<file path="src/rtl/core/two_channel_lux_calc_unit_defines.svh">
// Assertion macros shared by the lux calculation RTL.
`ifndef TWO_CHANNEL_LUX_CALC_UNIT_DEFINES_SVH
`define TWO_CHANNEL_LUX_CALC_UNIT_DEFINES_SVH

// Same-cycle implication, sampled on clk, off while rst_n is low.
`define TLC_ASSERT_IMPLY(label, ante, cons, msg) \
  label: assert property (@(posedge clk) disable iff (!rst_n) (ante) |-> (cons)) \
    else $error(msg);

// Next-cycle implication, sampled on clk, off while rst_n is low.
`define TLC_ASSERT_NEXT(label, ante, cons, msg) \
  label: assert property (@(posedge clk) disable iff (!rst_n) (ante) |=> (cons)) \
    else $error(msg);

`endif

</file>
<file path="src/rtl/core/tlc_pkg.sv">
// Shared constants, types and the power table of the lux calculation block.
`default_nettype none

package tlc_pkg;

  localparam int unsigned COUNT_W         = 16;
  localparam int unsigned LUX_W           = 27;
  localparam int unsigned RATIO_FRAC_BITS = 16;
  localparam int unsigned LUX_FRAC_BITS   = 16;
  localparam int unsigned POW_TABLE_DEPTH = 64;

  // Ratio below 2.0 once the early range check has passed.
  localparam int unsigned RATIO_W   = RATIO_FRAC_BITS + 1;
  localparam int unsigned POW_IDX_W = $clog2(POW_TABLE_DEPTH);
  localparam int unsigned INTERP_W  = RATIO_FRAC_BITS - POW_IDX_W - 1;
  localparam int unsigned POW_W     = 30;
  localparam int unsigned COEF_W    = 32;
  localparam int unsigned LUX_SHIFT = COEF_W - LUX_FRAC_BITS;
  localparam int unsigned PROD_W    = COEF_W + COUNT_W;
  localparam int unsigned VAL_W     = PROD_W - LUX_SHIFT;

  localparam logic [COUNT_W-1:0] SAT_COUNT = '1;
  localparam logic [LUX_W-1:0]   LUX_MAX   = '1;
  localparam logic [63:0]        Q30_ONE   = 64'd1 << 30;

  // Segment coefficients, Q0.32, rounded to nearest.
  localparam logic [COEF_W-1:0] C_LOW_A = COEF_W'(((64'd304 << 32) + 64'd5000) / 64'd10000);
  localparam logic [COEF_W-1:0] C_LOW_B = COEF_W'(((64'd62 << 32) + 64'd500) / 64'd1000);
  localparam logic [COEF_W-1:0] C_S1_A  = COEF_W'(((64'd224 << 32) + 64'd5000) / 64'd10000);
  localparam logic [COEF_W-1:0] C_S1_B  = COEF_W'(((64'd31 << 32) + 64'd500) / 64'd1000);
  localparam logic [COEF_W-1:0] C_S2_A  = COEF_W'(((64'd128 << 32) + 64'd5000) / 64'd10000);
  localparam logic [COEF_W-1:0] C_S2_B  = COEF_W'(((64'd153 << 32) + 64'd5000) / 64'd10000);
  localparam logic [COEF_W-1:0] C_S3_A  = COEF_W'(((64'd146 << 32) + 64'd50000) / 64'd100000);
  localparam logic [COEF_W-1:0] C_S3_B  = COEF_W'(((64'd112 << 32) + 64'd50000) / 64'd100000);

  // Ratio thresholds with RATIO_FRAC_BITS fraction bits.
  localparam logic [RATIO_W-1:0] RATIO_HALF = RATIO_W'(64'd1 << (RATIO_FRAC_BITS - 1));
  localparam logic [RATIO_W-1:0] THR_061 =
    RATIO_W'(((64'd61 << RATIO_FRAC_BITS) + 64'd50) / 64'd100);
  localparam logic [RATIO_W-1:0] THR_080 =
    RATIO_W'(((64'd80 << RATIO_FRAC_BITS) + 64'd50) / 64'd100);
  localparam logic [RATIO_W-1:0] THR_130 =
    RATIO_W'(((64'd130 << RATIO_FRAC_BITS) + 64'd50) / 64'd100);

  typedef enum logic [1:0] {
    ST_OK    = 2'd0,
    ST_SAT   = 2'd1,
    ST_RANGE = 2'd2,
    ST_DARK  = 2'd3
  } lux_status_t;

  typedef logic [POW_TABLE_DEPTH:0][POW_W-1:0] pow_tab_t;

  typedef struct packed {
    logic [COUNT_W-1:0] d0;
    logic [COUNT_W-1:0] d1;
    lux_status_t        st;
    logic [RATIO_W-1:0] ratio;
  } div_rsp_t;

  // Fifth power in Q0.30, truncating after every product.
  function automatic logic [63:0] fifth_power(input logic [63:0] y);
    logic [63:0] q;
    q = y;
    for (int k = 0; k < 4; k++) begin
      q = (q * y) >> 30;
    end
    return q;
  endfunction

  // ratio^1.4 at POW_TABLE_DEPTH+1 points over [0, 0.5], Q0.30.
  function automatic pow_tab_t build_pow_table();
    pow_tab_t    tab;
    logic [63:0] x;
    logic [63:0] s;
    logic [63:0] y;
    logic [63:0] cand;
    tab = '0;
    for (int i = 0; i <= POW_TABLE_DEPTH; i++) begin
      x = (64'(i) << 29) / POW_TABLE_DEPTH;
      s = (x * x) >> 30;
      y = '0;
      for (int b = 30; b >= 0; b--) begin
        cand = y | (64'd1 << b);
        if (cand <= Q30_ONE && fifth_power(cand) <= s) begin
          y = cand;
        end
      end
      tab[i] = POW_W'((x * y) >> 30);
    end
    return tab;
  endfunction

  localparam pow_tab_t POW_TABLE = build_pow_table();

endpackage

`default_nettype wire

</file>
<file path="src/rtl/core/tlc_ratio_div.sv">
// Pipelined restoring divider forming infrared / broadband, one quotient bit per stage.
`default_nettype none

module tlc_ratio_div (
  input  wire                          clk,
  input  wire                          rst_n,
  input  wire                          req_valid,
  output logic                         req_ready,
  input  wire [tlc_pkg::COUNT_W-1:0]   req_d0,
  input  wire [tlc_pkg::COUNT_W-1:0]   req_d1,
  output logic                         rsp_valid,
  input  wire                          rsp_ready,
  output tlc_pkg::div_rsp_t            rsp
);

`include "two_channel_lux_calc_unit_defines.svh"

  localparam int unsigned STAGES = tlc_pkg::RATIO_W;
  localparam int unsigned CHK_W  = tlc_pkg::RATIO_W + tlc_pkg::COUNT_W + 1;

  typedef struct packed {
    logic [tlc_pkg::COUNT_W-1:0] d0;
    logic [tlc_pkg::COUNT_W-1:0] d1;
    tlc_pkg::lux_status_t        st;
    logic [tlc_pkg::COUNT_W-1:0] rem;
    logic [tlc_pkg::RATIO_W-1:0] quo;
  } stage_t;

  stage_t stg_r   [0:STAGES];
  stage_t stg_nxt [0:STAGES];
  logic   vld_r   [0:STAGES];
  logic   vld_in  [0:STAGES];
  logic   rdy     [0:STAGES+1];

  // Special cases are flagged on entry; the quotient is then don't-care.
  always_comb begin
    stg_nxt[0].d0  = req_d0;
    stg_nxt[0].d1  = req_d1;
    stg_nxt[0].rem = {1'b0, req_d1[tlc_pkg::COUNT_W-1:1]};
    stg_nxt[0].quo = '0;
    if (req_d0 == tlc_pkg::SAT_COUNT || req_d1 == tlc_pkg::SAT_COUNT) begin
      stg_nxt[0].st = tlc_pkg::ST_SAT;
    end else if (req_d0 == '0) begin
      stg_nxt[0].st = tlc_pkg::ST_DARK;
    end else if ({1'b0, req_d1} >= {req_d0, 1'b0}) begin
      stg_nxt[0].st = tlc_pkg::ST_RANGE;
    end else begin
      stg_nxt[0].st = tlc_pkg::ST_OK;
    end
  end

  assign vld_in[0]    = req_valid;
  assign rdy[STAGES+1] = rsp_ready;
  assign req_ready    = rdy[0];

  for (genvar j = 1; j <= STAGES; j++) begin : g_div
    localparam int unsigned BIT_POS = STAGES - j;
    logic                        nbit;
    logic [tlc_pkg::COUNT_W:0]   shifted;
    logic [tlc_pkg::COUNT_W:0]   diff;

    always_comb begin
      nbit    = (BIT_POS == tlc_pkg::RATIO_FRAC_BITS) ? stg_r[j-1].d1[0] : 1'b0;
      shifted = {stg_r[j-1].rem, nbit};
      diff    = shifted - {1'b0, stg_r[j-1].d0};
      stg_nxt[j] = stg_r[j-1];
      if (shifted >= {1'b0, stg_r[j-1].d0}) begin
        stg_nxt[j].rem = diff[tlc_pkg::COUNT_W-1:0];
        stg_nxt[j].quo = {stg_r[j-1].quo[tlc_pkg::RATIO_W-2:0], 1'b1};
      end else begin
        stg_nxt[j].rem = shifted[tlc_pkg::COUNT_W-1:0];
        stg_nxt[j].quo = {stg_r[j-1].quo[tlc_pkg::RATIO_W-2:0], 1'b0};
      end
    end

    assign vld_in[j] = vld_r[j-1];
  end

  for (genvar j = 0; j <= STAGES; j++) begin : g_stage
    // A stage loads when it is empty or its contents move on.
    assign rdy[j] = !vld_r[j] || rdy[j+1];

    always_ff @(posedge clk) begin
      if (!rst_n) begin
        vld_r[j] <= 1'b0;
      end else if (rdy[j]) begin
        vld_r[j] <= vld_in[j];
      end
    end

    always_ff @(posedge clk) begin
      if (rdy[j]) begin
        stg_r[j] <= stg_nxt[j];
      end
    end
  end

  assign rsp_valid = vld_r[STAGES];
  assign rsp.d0    = stg_r[STAGES].d0;
  assign rsp.d1    = stg_r[STAGES].d1;
  assign rsp.st    = stg_r[STAGES].st;
  assign rsp.ratio = stg_r[STAGES].quo;

  logic             chk_ok;
  logic [CHK_W-1:0] chk_lhs;
  logic [CHK_W-1:0] chk_rhs;

  always_comb begin
    chk_ok  = vld_r[STAGES] && (stg_r[STAGES].st == tlc_pkg::ST_OK);
    chk_lhs = CHK_W'(stg_r[STAGES].quo) * CHK_W'(stg_r[STAGES].d0) + CHK_W'(stg_r[STAGES].rem);
    chk_rhs = CHK_W'(stg_r[STAGES].d1) << tlc_pkg::RATIO_FRAC_BITS;
  end

  `TLC_ASSERT_NEXT(a_div_load, req_valid && req_ready, vld_r[0], "request lost on entry")
  `TLC_ASSERT_IMPLY(a_div_rem, chk_ok, stg_r[STAGES].rem < stg_r[STAGES].d0, "remainder too big")
  `TLC_ASSERT_IMPLY(a_div_exact, chk_ok, chk_lhs == chk_rhs, "quotient and remainder disagree")

endmodule

`default_nettype wire

</file>
<file path="config.mk">
export PLATFORM = sky130hd
export DESIGN_NAME = tlc_ratio_div
export DESIGN_NICKNAME = d
export VERILOG_FILES = /design/src/rtl/core/tlc_pkg.sv /design/src/rtl/core/tlc_ratio_div.sv
export VERILOG_INCLUDE_DIRS = /design/src /design/src/rtl/core
export SDC_FILE = /design/constraint.sdc
export NUM_CORES = 1
export LEC_CHECK = 0
export ABC_AREA = 0
export BUFFER_PORTS_ARGS = -buffer_cell sky130_fd_sc_hd__buf_2
export CAP_MARGIN = 20
export CORE_ASPECT_RATIO = 0.6
export CORE_MARGIN = 8
export CORE_UTILIZATION = 30
export DETAILED_ROUTE_END_ITERATION = 7
export HOLD_SLACK_MARGIN = 0.12
export PLACE_DENSITY = 0.55
export SYNTH_ARGS = -nofsm -noshare
export SYNTH_HDL_FRONTEND = slang
export SYNTH_SLANG_ARGS = --single-unit
</file>
<file path="constraint.sdc">
create_clock -name clk -period 10.1 [get_ports clk]
set_clock_uncertainty 0.1 [all_clocks]
set_input_delay 0.505 -clock clk [delete_from_list [all_inputs] [get_ports clk]]
set_output_delay 0.505 -clock clk [all_outputs]
set_load 0.03 [all_outputs]
</file>
* After elaboration in Yosys (flattened, before gate mapping)
Memories as Yosys holds them, arrays and structs flattened.
Cells that the tools add are included.
** Storage, ports and cells
- Output and inout port bits :: 53
- Bits in registers :: 0
- Word-level logic and storage cells :: 206
- Input bits :: 36
- Memory bits (writable) :: 1224
- Memories kept :: 2
** Operators by class
- Add/subtract/negate cells :: 17
- Order comparisons :: 18
- Reduce and logical (&&, ||, !) cells :: 38
- Bitwise gates (word level) :: 18
- Equality and inequality tests :: 2
- Multiplexer cells :: 111
** Memories
- stg_r :: depth 18, bits a word 67, rd ports 18, clocked after Yosys merged registers in 0, wr ports 18, line tlc_ratio_div.sv:29 : stage_t stg_r [0:STAGES];
- vld_r :: depth 18, bits a word 1, rd ports 18, clocked after Yosys merged registers in 0, wr ports 18, line tlc_ratio_div.sv:31 : logic vld_r [0:STAGES];
** Operators with widths (number)
- $mux 33 :: 17
- $ge 17x16->1 :: 17
- $sub 16x16->16 :: 17
- $mux 1 :: 91
- $eq 16x16->1 const B :: 2
- $logic_or 1x1->1 :: 19
- $logic_not 1->1 :: 18
- $or 1x1->1 :: 18
- $ge 16x17->1 :: 1
- $logic_not 16->1 :: 1
- $mux 2 :: 3

* Depth between registers and ports, before layout
Gate-level depths: netlist (run 1).
An unclocked memory read counts as a cell.
- Depth after elaboration :: 24
- Mapped depth :: 13

* Worst setup path before layout (run 1)
OpenSTA, ideal clock, no wires.
- Path kind :: reg-to-output
- Start point :: mem vld_r[17][0], in the netlist vld_r[8][1]
- End point :: out req_ready
- Setup slack :: 2.978 ns
- Stages on the path, launching flop included :: 13
- Data arrival time :: 6.517 ns
- Path buffers :: 2
- Cells stage by stage :: edfxtp_1 -> and2b_1 -> inv_1 -> nor2_1 -> and2_1 -> buf_2 -> inv_1 -> nor2_1 -> and2_1 -> clkbuf_1 -> inv_1 -> nor2_1 -> nand2_1
** RTL lines
- from (decl) :: line tlc_ratio_div.sv:31
- to (decl) :: line tlc_ratio_div.sv:8 : output logic req_ready,

==> summary.md, run 1 <==
| Metric | Value |
|---|---|
| Status | `complete, no violations` |
| PostCTS Resize Cnt | `0` |
| Fin. max-slew vios | `0` |
| DR pass1 iterations | `5` |
| Tcrit/Tclk final | `between 50% and 60%` |
| End of the worst register-to-register path | `stg_r[5][18]` |
| Critical Path Source | `vld_r[8][1]` |
| Crit path DAT | `between 4 and 5 ns` |
| Synth cell types | `74` |
| ANT nets after route | `0` |
| Share of cells above drive strength 1 | `between 9 and 10%` |
| Synth Flop Type | `edfxtp_1` |
| Critical path endpoint | `req_ready` |
| Setup crit start kind | `flip-flop` |
| Final Hold Viols | `0` |
| Share of the synthesized area in the top cell type | `65.6%` |
| Rel. slew slack | `between 20% and 30%` |
| FF-to-FF path depth | `11` |
| Clk buf depth | `3` |
| Final nets | `roughly 4000` |
| Hold Buf Count CTS | `33` |
| Reg-to-Reg Start | `vld_r[8][1]` |
| Maximum vdd drop | `between 0.1 and 0.15 mV` |
| Initial core utilization | `30.1%` |
| Port bufs | `88` |
| Worst slew pin tran | `approximately 1.1 ns` |
| Gpl congestion | `between 0.8 and 0.9` |
| Setup TNS | `0 ns` |
| Die span in y | `about 320 um` |
| Clock transition at the registers of the reported paths | `approximately 0.070 ns` |
| GRT Total Usage | `between 10% and 20%` |
| Sequential element share of the synthesized area | `65.6%` |
| Total gr overflow | `0` |
| Synth top area cells | `edfxtp_1, ha_1, inv_1` |
| Yosys warning total | `0` |
| Worst-Skew Late Latency | `approximately 0.69 ns` |
| Vias in the first global route | `between 20000 and 30000` |
| Async S/R FF share, synth | `0%` |
| Pleak | `21.4 nW` |
| Top cells by count, synth | `edfxtp_1, inv_1, nand2_1` |
| Final setup fails | `0` |
| Via count | `about 27000` |
| Post-synthesis cell area | `between 0.04 and 0.05 mm2` |
| Clock sink total | `between 1000 and 1500` |
| Die width | `approximately 530 um` |
| Fin crit period | `about 5.5 ns` |
| Total CTS buffers | `95` |
| Layout area overhead | `14.1%` |
| Largest net degree at the start of global routing | `66` |
| Final WL | `98.7 mm` |
| Die area | `approximately 0.17 mm2` |
| CTS root buf | `clkbuf_16` |
| IO Count | `between 80 and 90` |
| FF-to-FF setup slack | `roughly 5.6 ns` |
| Post-DR vias/cell | `around 4.6` |
| Post-Synthesis Cells | `3460` |
| Max Clk Rate | `~180 MHz` |
| # Post-CTS Setup Buffers | `0` |
| Most numerous cell in the Yosys netlist | `edfxtp_1` |
| PD cells | `292 mW/mm2` |
| Req. time, crit path | `~9.5 ns` |
| # DRC | `0` |
| DP HPWL | `71.5 mm` |
| CP Max Fanout | `64` |
| #FFs+latches synth | `between 1000 and 1500` |
| Hold Path Class | `in2reg` |
| Kind of critical path | `reg2out` |
| CP Capture Type | `primary output` |
| Core Area | `about 0.16 mm2` |
| H-tree depth | `3` |
| Mapped Nets | `about 3800` |
| Initial DRC count | `~2300` |
| WL per Instance | `around 17 um` |
| Avg Cell Area, Syn | `about 14 um2` |
| Number of synthesized flops with an enable pin | `1038` |
| Post-synth top area cell | `edfxtp_1` |
| Unrepaired setup endpoints after global routing | `no` |
| CTS tree | `yes` |
| Max cap viols | `0` |
| Global-route wire length before repair | `between 150 and 200 mm` |
| Core Rows | `about 110` |
| Power Total | `15.8 mW` |
| Initial antenna violation count | `2` |
==> through the flow <==
stage / worst slack [ns] / hold slack, ns / instance area [um2] / utilization, % / std cells
floorplan: 2.98 / 0.300 / 47500 / - / 3460
global placement: 4.99 / 0.300 / 50700 / 32.1 / 5660
detailed placement: 4.96 / 0.305 / 50700 / 32.1 / 5661
CTS: 4.41 / 0.132 / 54200 / 34.3 / 5862
global route: 4.12 / 0.189 / 54200 / 34.4 / 5864
finish: 4.65 / 0.195 / 54200 / 34.4 / 5867
==> per-layer routing <==
metal  up-vias  track usage (%)  wire, um
met5         -                0         0
met2       621             14.8     38000
met1     13200             18.4     53800
met3       114             2.22      5580
met4         0             2.07      1340
li1      13327                -         -
==> kinds of logic after synthesis <==
family | count (synthesis) | synth area share, %
mux | 78 | 1.84
xor+xnor | 143 | 2.63
flops | 1039 | 65.6
compound gates | 757 | 11.0
fa+ha+maj | 302 | 8.20
simple gates | 747 | 7.54
buf+inv | 394 | 3.21
==> power by group <==
part	leakage, nW	switching (mW)	internal, mW
combinational	8.78	3.14	2.32
sequential	11.1	0.519	6.12
clock	1.53	1.61	2.10
total	21.4	5.27	10.5
==> sequential cells by signal, indices dropped and copies added, names as in the netlist <==
register / flops
vld_r: 18
stg_r: 1021
==> how the worst min path moves through the flow <==
stage / from / end / slack [ns] / depth (start not counted)
6_report: rst_n / vld_r[8][0] / 0.19 / 2
3_3_place_gp: stg_r[6][36] / stg_r[7][36] / 0.30 / 0
3_5_place_dp: stg_r[9][33] / stg_r[10][33] / 0.30 / 0
5_1_grt: rst_n / vld_r[8][0] / 0.19 / 2
2_1_floorplan: stg_r[9][0] / stg_r[10][1] / 0.30 / 0
4_1_cts: rst_n / vld_r[8][0] / 0.13 / 2
==> worst max-delay path, stage by stage, from the launching register on <==
cell	delay, ns
edfxtp_1	0.37
and2b_1	0.25
inv_2	0.07
buf_4	0.62
nor2_1	0.20
and2_1	0.31
inv_2	0.08
buf_4	0.65
nor2_1	0.27
and2_1	0.37
inv_2	0.10
nor2_1	0.07
nand2_1	0.07
buf_4	0.40
buf_2	0.29
==> cells in the final DEF (no fill, tap or decap), types with 17 or more instances in the layout <==
cell	n
mux2_2	52
nand2b_1	48
buf_4	23
xnor2_1	84
o21ai_0	237
clkinv_1	17
and3_1	24
nor2_1	154
nor3_1	37
a21oi_1	128
nand3_1	30
edfxtp_1	1038
o31ai_1	51
a21o_1	62
nor2b_1	53
nand4_1	36
inv_1	347
dlygate4sd3_1	33
clkbuf_16	97
xor2_1	59
buf_2	88
nand2_1	288
mux2i_1	20
ha_1	286
o21a_1	96
and4_1	21
==> final cells by class <==
class	count	area, um2
antenna	4	10.0
clock buffer	110	2480
clock inverter	58	687
fill	15304	104000
inverter	356	1340
multi-input combinational	2027	14900
sequential	1039	31200
tap	2127	2660
timing repair buffer	146	978
Note: power is estimated with default switching activity, not from simulation.
==> run 2, diff against run 1 <==
--- a/config.mk
+++ b/config.mk
@@ -14,7 +14,7 @@
 export CORE_UTILIZATION = 30
 export DETAILED_ROUTE_END_ITERATION = 7
 export HOLD_SLACK_MARGIN = 0.12
-export PLACE_DENSITY = 0.55
+export PLACE_DENSITY = 0.57
 export SYNTH_ARGS = -nofsm -noshare
 export SYNTH_HDL_FRONTEND = slang
 export SYNTH_SLANG_ARGS = --single-unit
==> constraint.sdc (replaced) <==
create_clock -name clk -period 4.6 [get_ports clk]
set_clock_uncertainty 0.1 [all_clocks]
set_input_delay 0.23 -clock clk [delete_from_list [all_inputs] [get_ports clk]]
set_output_delay 0.23 -clock clk [all_outputs]
set_load 0.03 [all_outputs]
==> run 2 against run 1 <==
Total power is 120% higher; clock power is 110% higher; hold slack better by 0.015 ns; largest cell class unchanged.
==> summary.md, run 2 (synthesis gave the netlist of run 1 again) <==
| Metric | Value |
|---|---|
| CTS root buf | `clkbuf_16` |
| Req. time, crit path | `4.27 ns` |
| Clock transition at the registers of the reported paths | `around 0.07 ns` |
| Fin. max-slew vios | `0` |
| Worst-Skew Late Latency | `around 0.68 ns` |
| Die width | `530 um` |
| # DRC | `0` |
| Core Rows | `113` |
| Max Clk Rate | `around 250 MHz` |
| H-tree depth | `3` |
| Most frequent cells in the layout | `edfxtp_1, inv_1, nand2_1` |
| Share of cells above drive strength 1 | `between 10 and 15%` |
| Setup crit start kind | `flip-flop` |
| Fin crit period | `4.03 ns` |
| Global-route wire length before repair | `between 150 and 200 mm` |
| Max cap viols | `0` |
| Crit-path cells | `and2b_2 -> clkinvlp_4 -> nor2_1 -> and2_1 -> clkinvlp_4 -> nor2_4 -> and2_1 -> clkinvlp_4 -> nor2_4 -> nand2_4 -> buf_2` |
| DR pass1 iterations | `5` |
| Top cell by count, worst path | `clkinvlp_4` |
| Largest regs | `stg_r (1021), vld_r (18)` |
| Final WL | `99.1 mm` |
| Largest net degree at the start of global routing | `between 60 and 70` |
| Initial core utilization | `a little under a third` |
| WL per Instance | `approximately 17 um` |
| Hold Path Class | `in2reg` |
| Via count | `between 20000 and 30000` |
| Status | `complete, no violations` |
| Initial DRC count | `approximately 2200` |
| Worst slew pin tran | `between 1 and 1.5 ns` |
| Clock sink total | `between 1000 and 1500` |
| WHS | `around 0.21 ns` |
| WHS Path Cells | `2` |
| Port bufs | `88` |
| Final Hold Viols | `0` |
| Post-DR vias/cell | `~4.6` |
| Clk buf depth | `3` |
| Kind of critical path | `reg2out` |
| Max reg flops | `1021` |
| Die area | `between 0.15 and 0.2 mm2` |
| IO Count | `between 80 and 90` |
| Comb pwr share | `between 30% and 40%` |
| Pint | `between 20 and 25 mW` |
| CTS tree | `yes` |
| Clock power frac | `about 22%` |
| Final nets | `4016` |
| CP Capture Type | `primary output` |
| Total CTS buffers | `between 90 and 100` |
| Total gr overflow | `0` |
| DP HPWL | `about 73 mm` |
| Reg-to-Reg Start | `vld_r[8][1]` |
| Layout area overhead | `14.0%` |
| Commonest non-fill, non-tap cell in the layout | `edfxtp_1` |
| Net load switching power | `between 10 and 15 mW` |
| Max incr delay on CP | `roughly 0.45 ns` |
| Vias in the first global route | `between 20000 and 30000` |
| Gpl congestion | `roughly 0.85` |
| Tcrit/Tclk final | `87.6%` |
| Setup TNS | `0 ns` |
| Initial antenna violation count | `3` |
| Hold EP | `stg_r[0][43]` |
| Sw frac | `~34%` |
| Crit path DAT | `3.70 ns` |
| FF-to-FF path depth | `12` |
| CP max-delay cell | `and2_1` |
| CP Max Fanout | `36` |
| Die span in y | `~320 um` |
| Core Area | `about 0.16 mm2` |
| FF-to-FF setup slack | `between 0.6 and 0.7 ns` |
| End of the worst register-to-register path | `vld_r[0][0]` |
| Rel. slew slack | `31.5%` |
| GRT Total Usage | `11.2%` |
| Seq pwr share | `a little over two fifths` |
| ANT nets after route | `0` |
| Hold Startpoint | `req_d1[8]` |
| Maximum vdd drop | `about 0.30 mV` |
| Largest Register | `stg_r` |
| # Post-CTS Setup Buffers | `0` |
| Unrepaired setup endpoints after global routing | `no` |
| Pleak | `between 20 and 25 nW` |
| PD cells | `about 640 mW/mm2` |
| Final setup fails | `0` |
run 2: cell count changes in the layout (fill, tap and decap cells not counted), moves of 5 or more:
cell,before,now
clkinvlp_4,6,11
bufinv_16,13,8
buf_4,23,36
clkinv_2,11,19
run 2: worst max path at each step:
| stage | to | start | cells after the start |
|---|---|---|---|
| 2_1_floorplan | vld_r[0][1] | vld_r[8][1] | 13 |
| 5_1_grt | req_ready | vld_r[8][1] | 11 |
| 3_3_place_gp | vld_r[0][0] | rsp_ready | 12 |
| 4_1_cts | req_ready | vld_r[8][1] | 11 |
| 6_report | req_ready | vld_r[8][1] | 11 |
| 3_5_place_dp | stg_r[13][27] | stg_r[12][52] | 10 |
run 2: critical path: cells and delay by family (launching register included):
| family | cells | cell delay [ns] |
|---|---|---|
| buffers and inverters | 4 | 0.84 |
| and+or+nand+nor | 7 | 1.81 |
| DFF | 1 | 0.34 |
run 2: metrics by stage:
step	instance area (um2)	power [mW]	instances	setup WS (ns)	util [%]
2_1_floorplan	47600	23.4	3460	-1.35	-
3_3_place_gp	50800	26.6	5673	0.953	32.2
3_5_place_dp	50800	26.7	5673	0.907	32.2
4_1_cts	54200	34.6	5881	0.232	34.3
5_1_grt	54200	36.6	5883	0.309	34.3
6_report	54200	34.5	5884	0.571	34.3
run 2: final cells by class:
cell class	count	area (um2)
fillers	15336	104000
flip-flops and latches	1039	31200
clock buffers	107	2380
well taps	2127	2660
diodes	2	5.00
multi-input cells	2027	14900
clock inverters	64	599
inverters	356	1350
repair buffers	162	1100
run 2: power by group through the flow:
stage                     Clock, mW  Sequential, mW  Combinational (mW)
after global routing           8.34            14.8                13.5
after detailed placement          0            14.8                11.9
after CTS                      8.01            14.6                12.0
after floorplan                   0            14.3                9.04
after global placement            0            14.8                11.7
final                          7.72            14.6                12.1
run 2: timing repair:
action / CTS / global route
endpoints found under the setup margin: 0 / 1
hold buffers: 37 / 0
resized for setup: 0 / 1
endpoints found under the hold margin: 63 / 0
run 2: metal layers:
layer | vias up | global-route usage, % | part of all wire (%)
met5 | - | 0 | 0
met4 | 0 | 2.58 | 1.8
met3 | 124 | 2.69 | 6.9
met2 | 709 | 14.4 | 37
met1 | 13043 | 18.2 | 54
li1 | 13356 | - | -
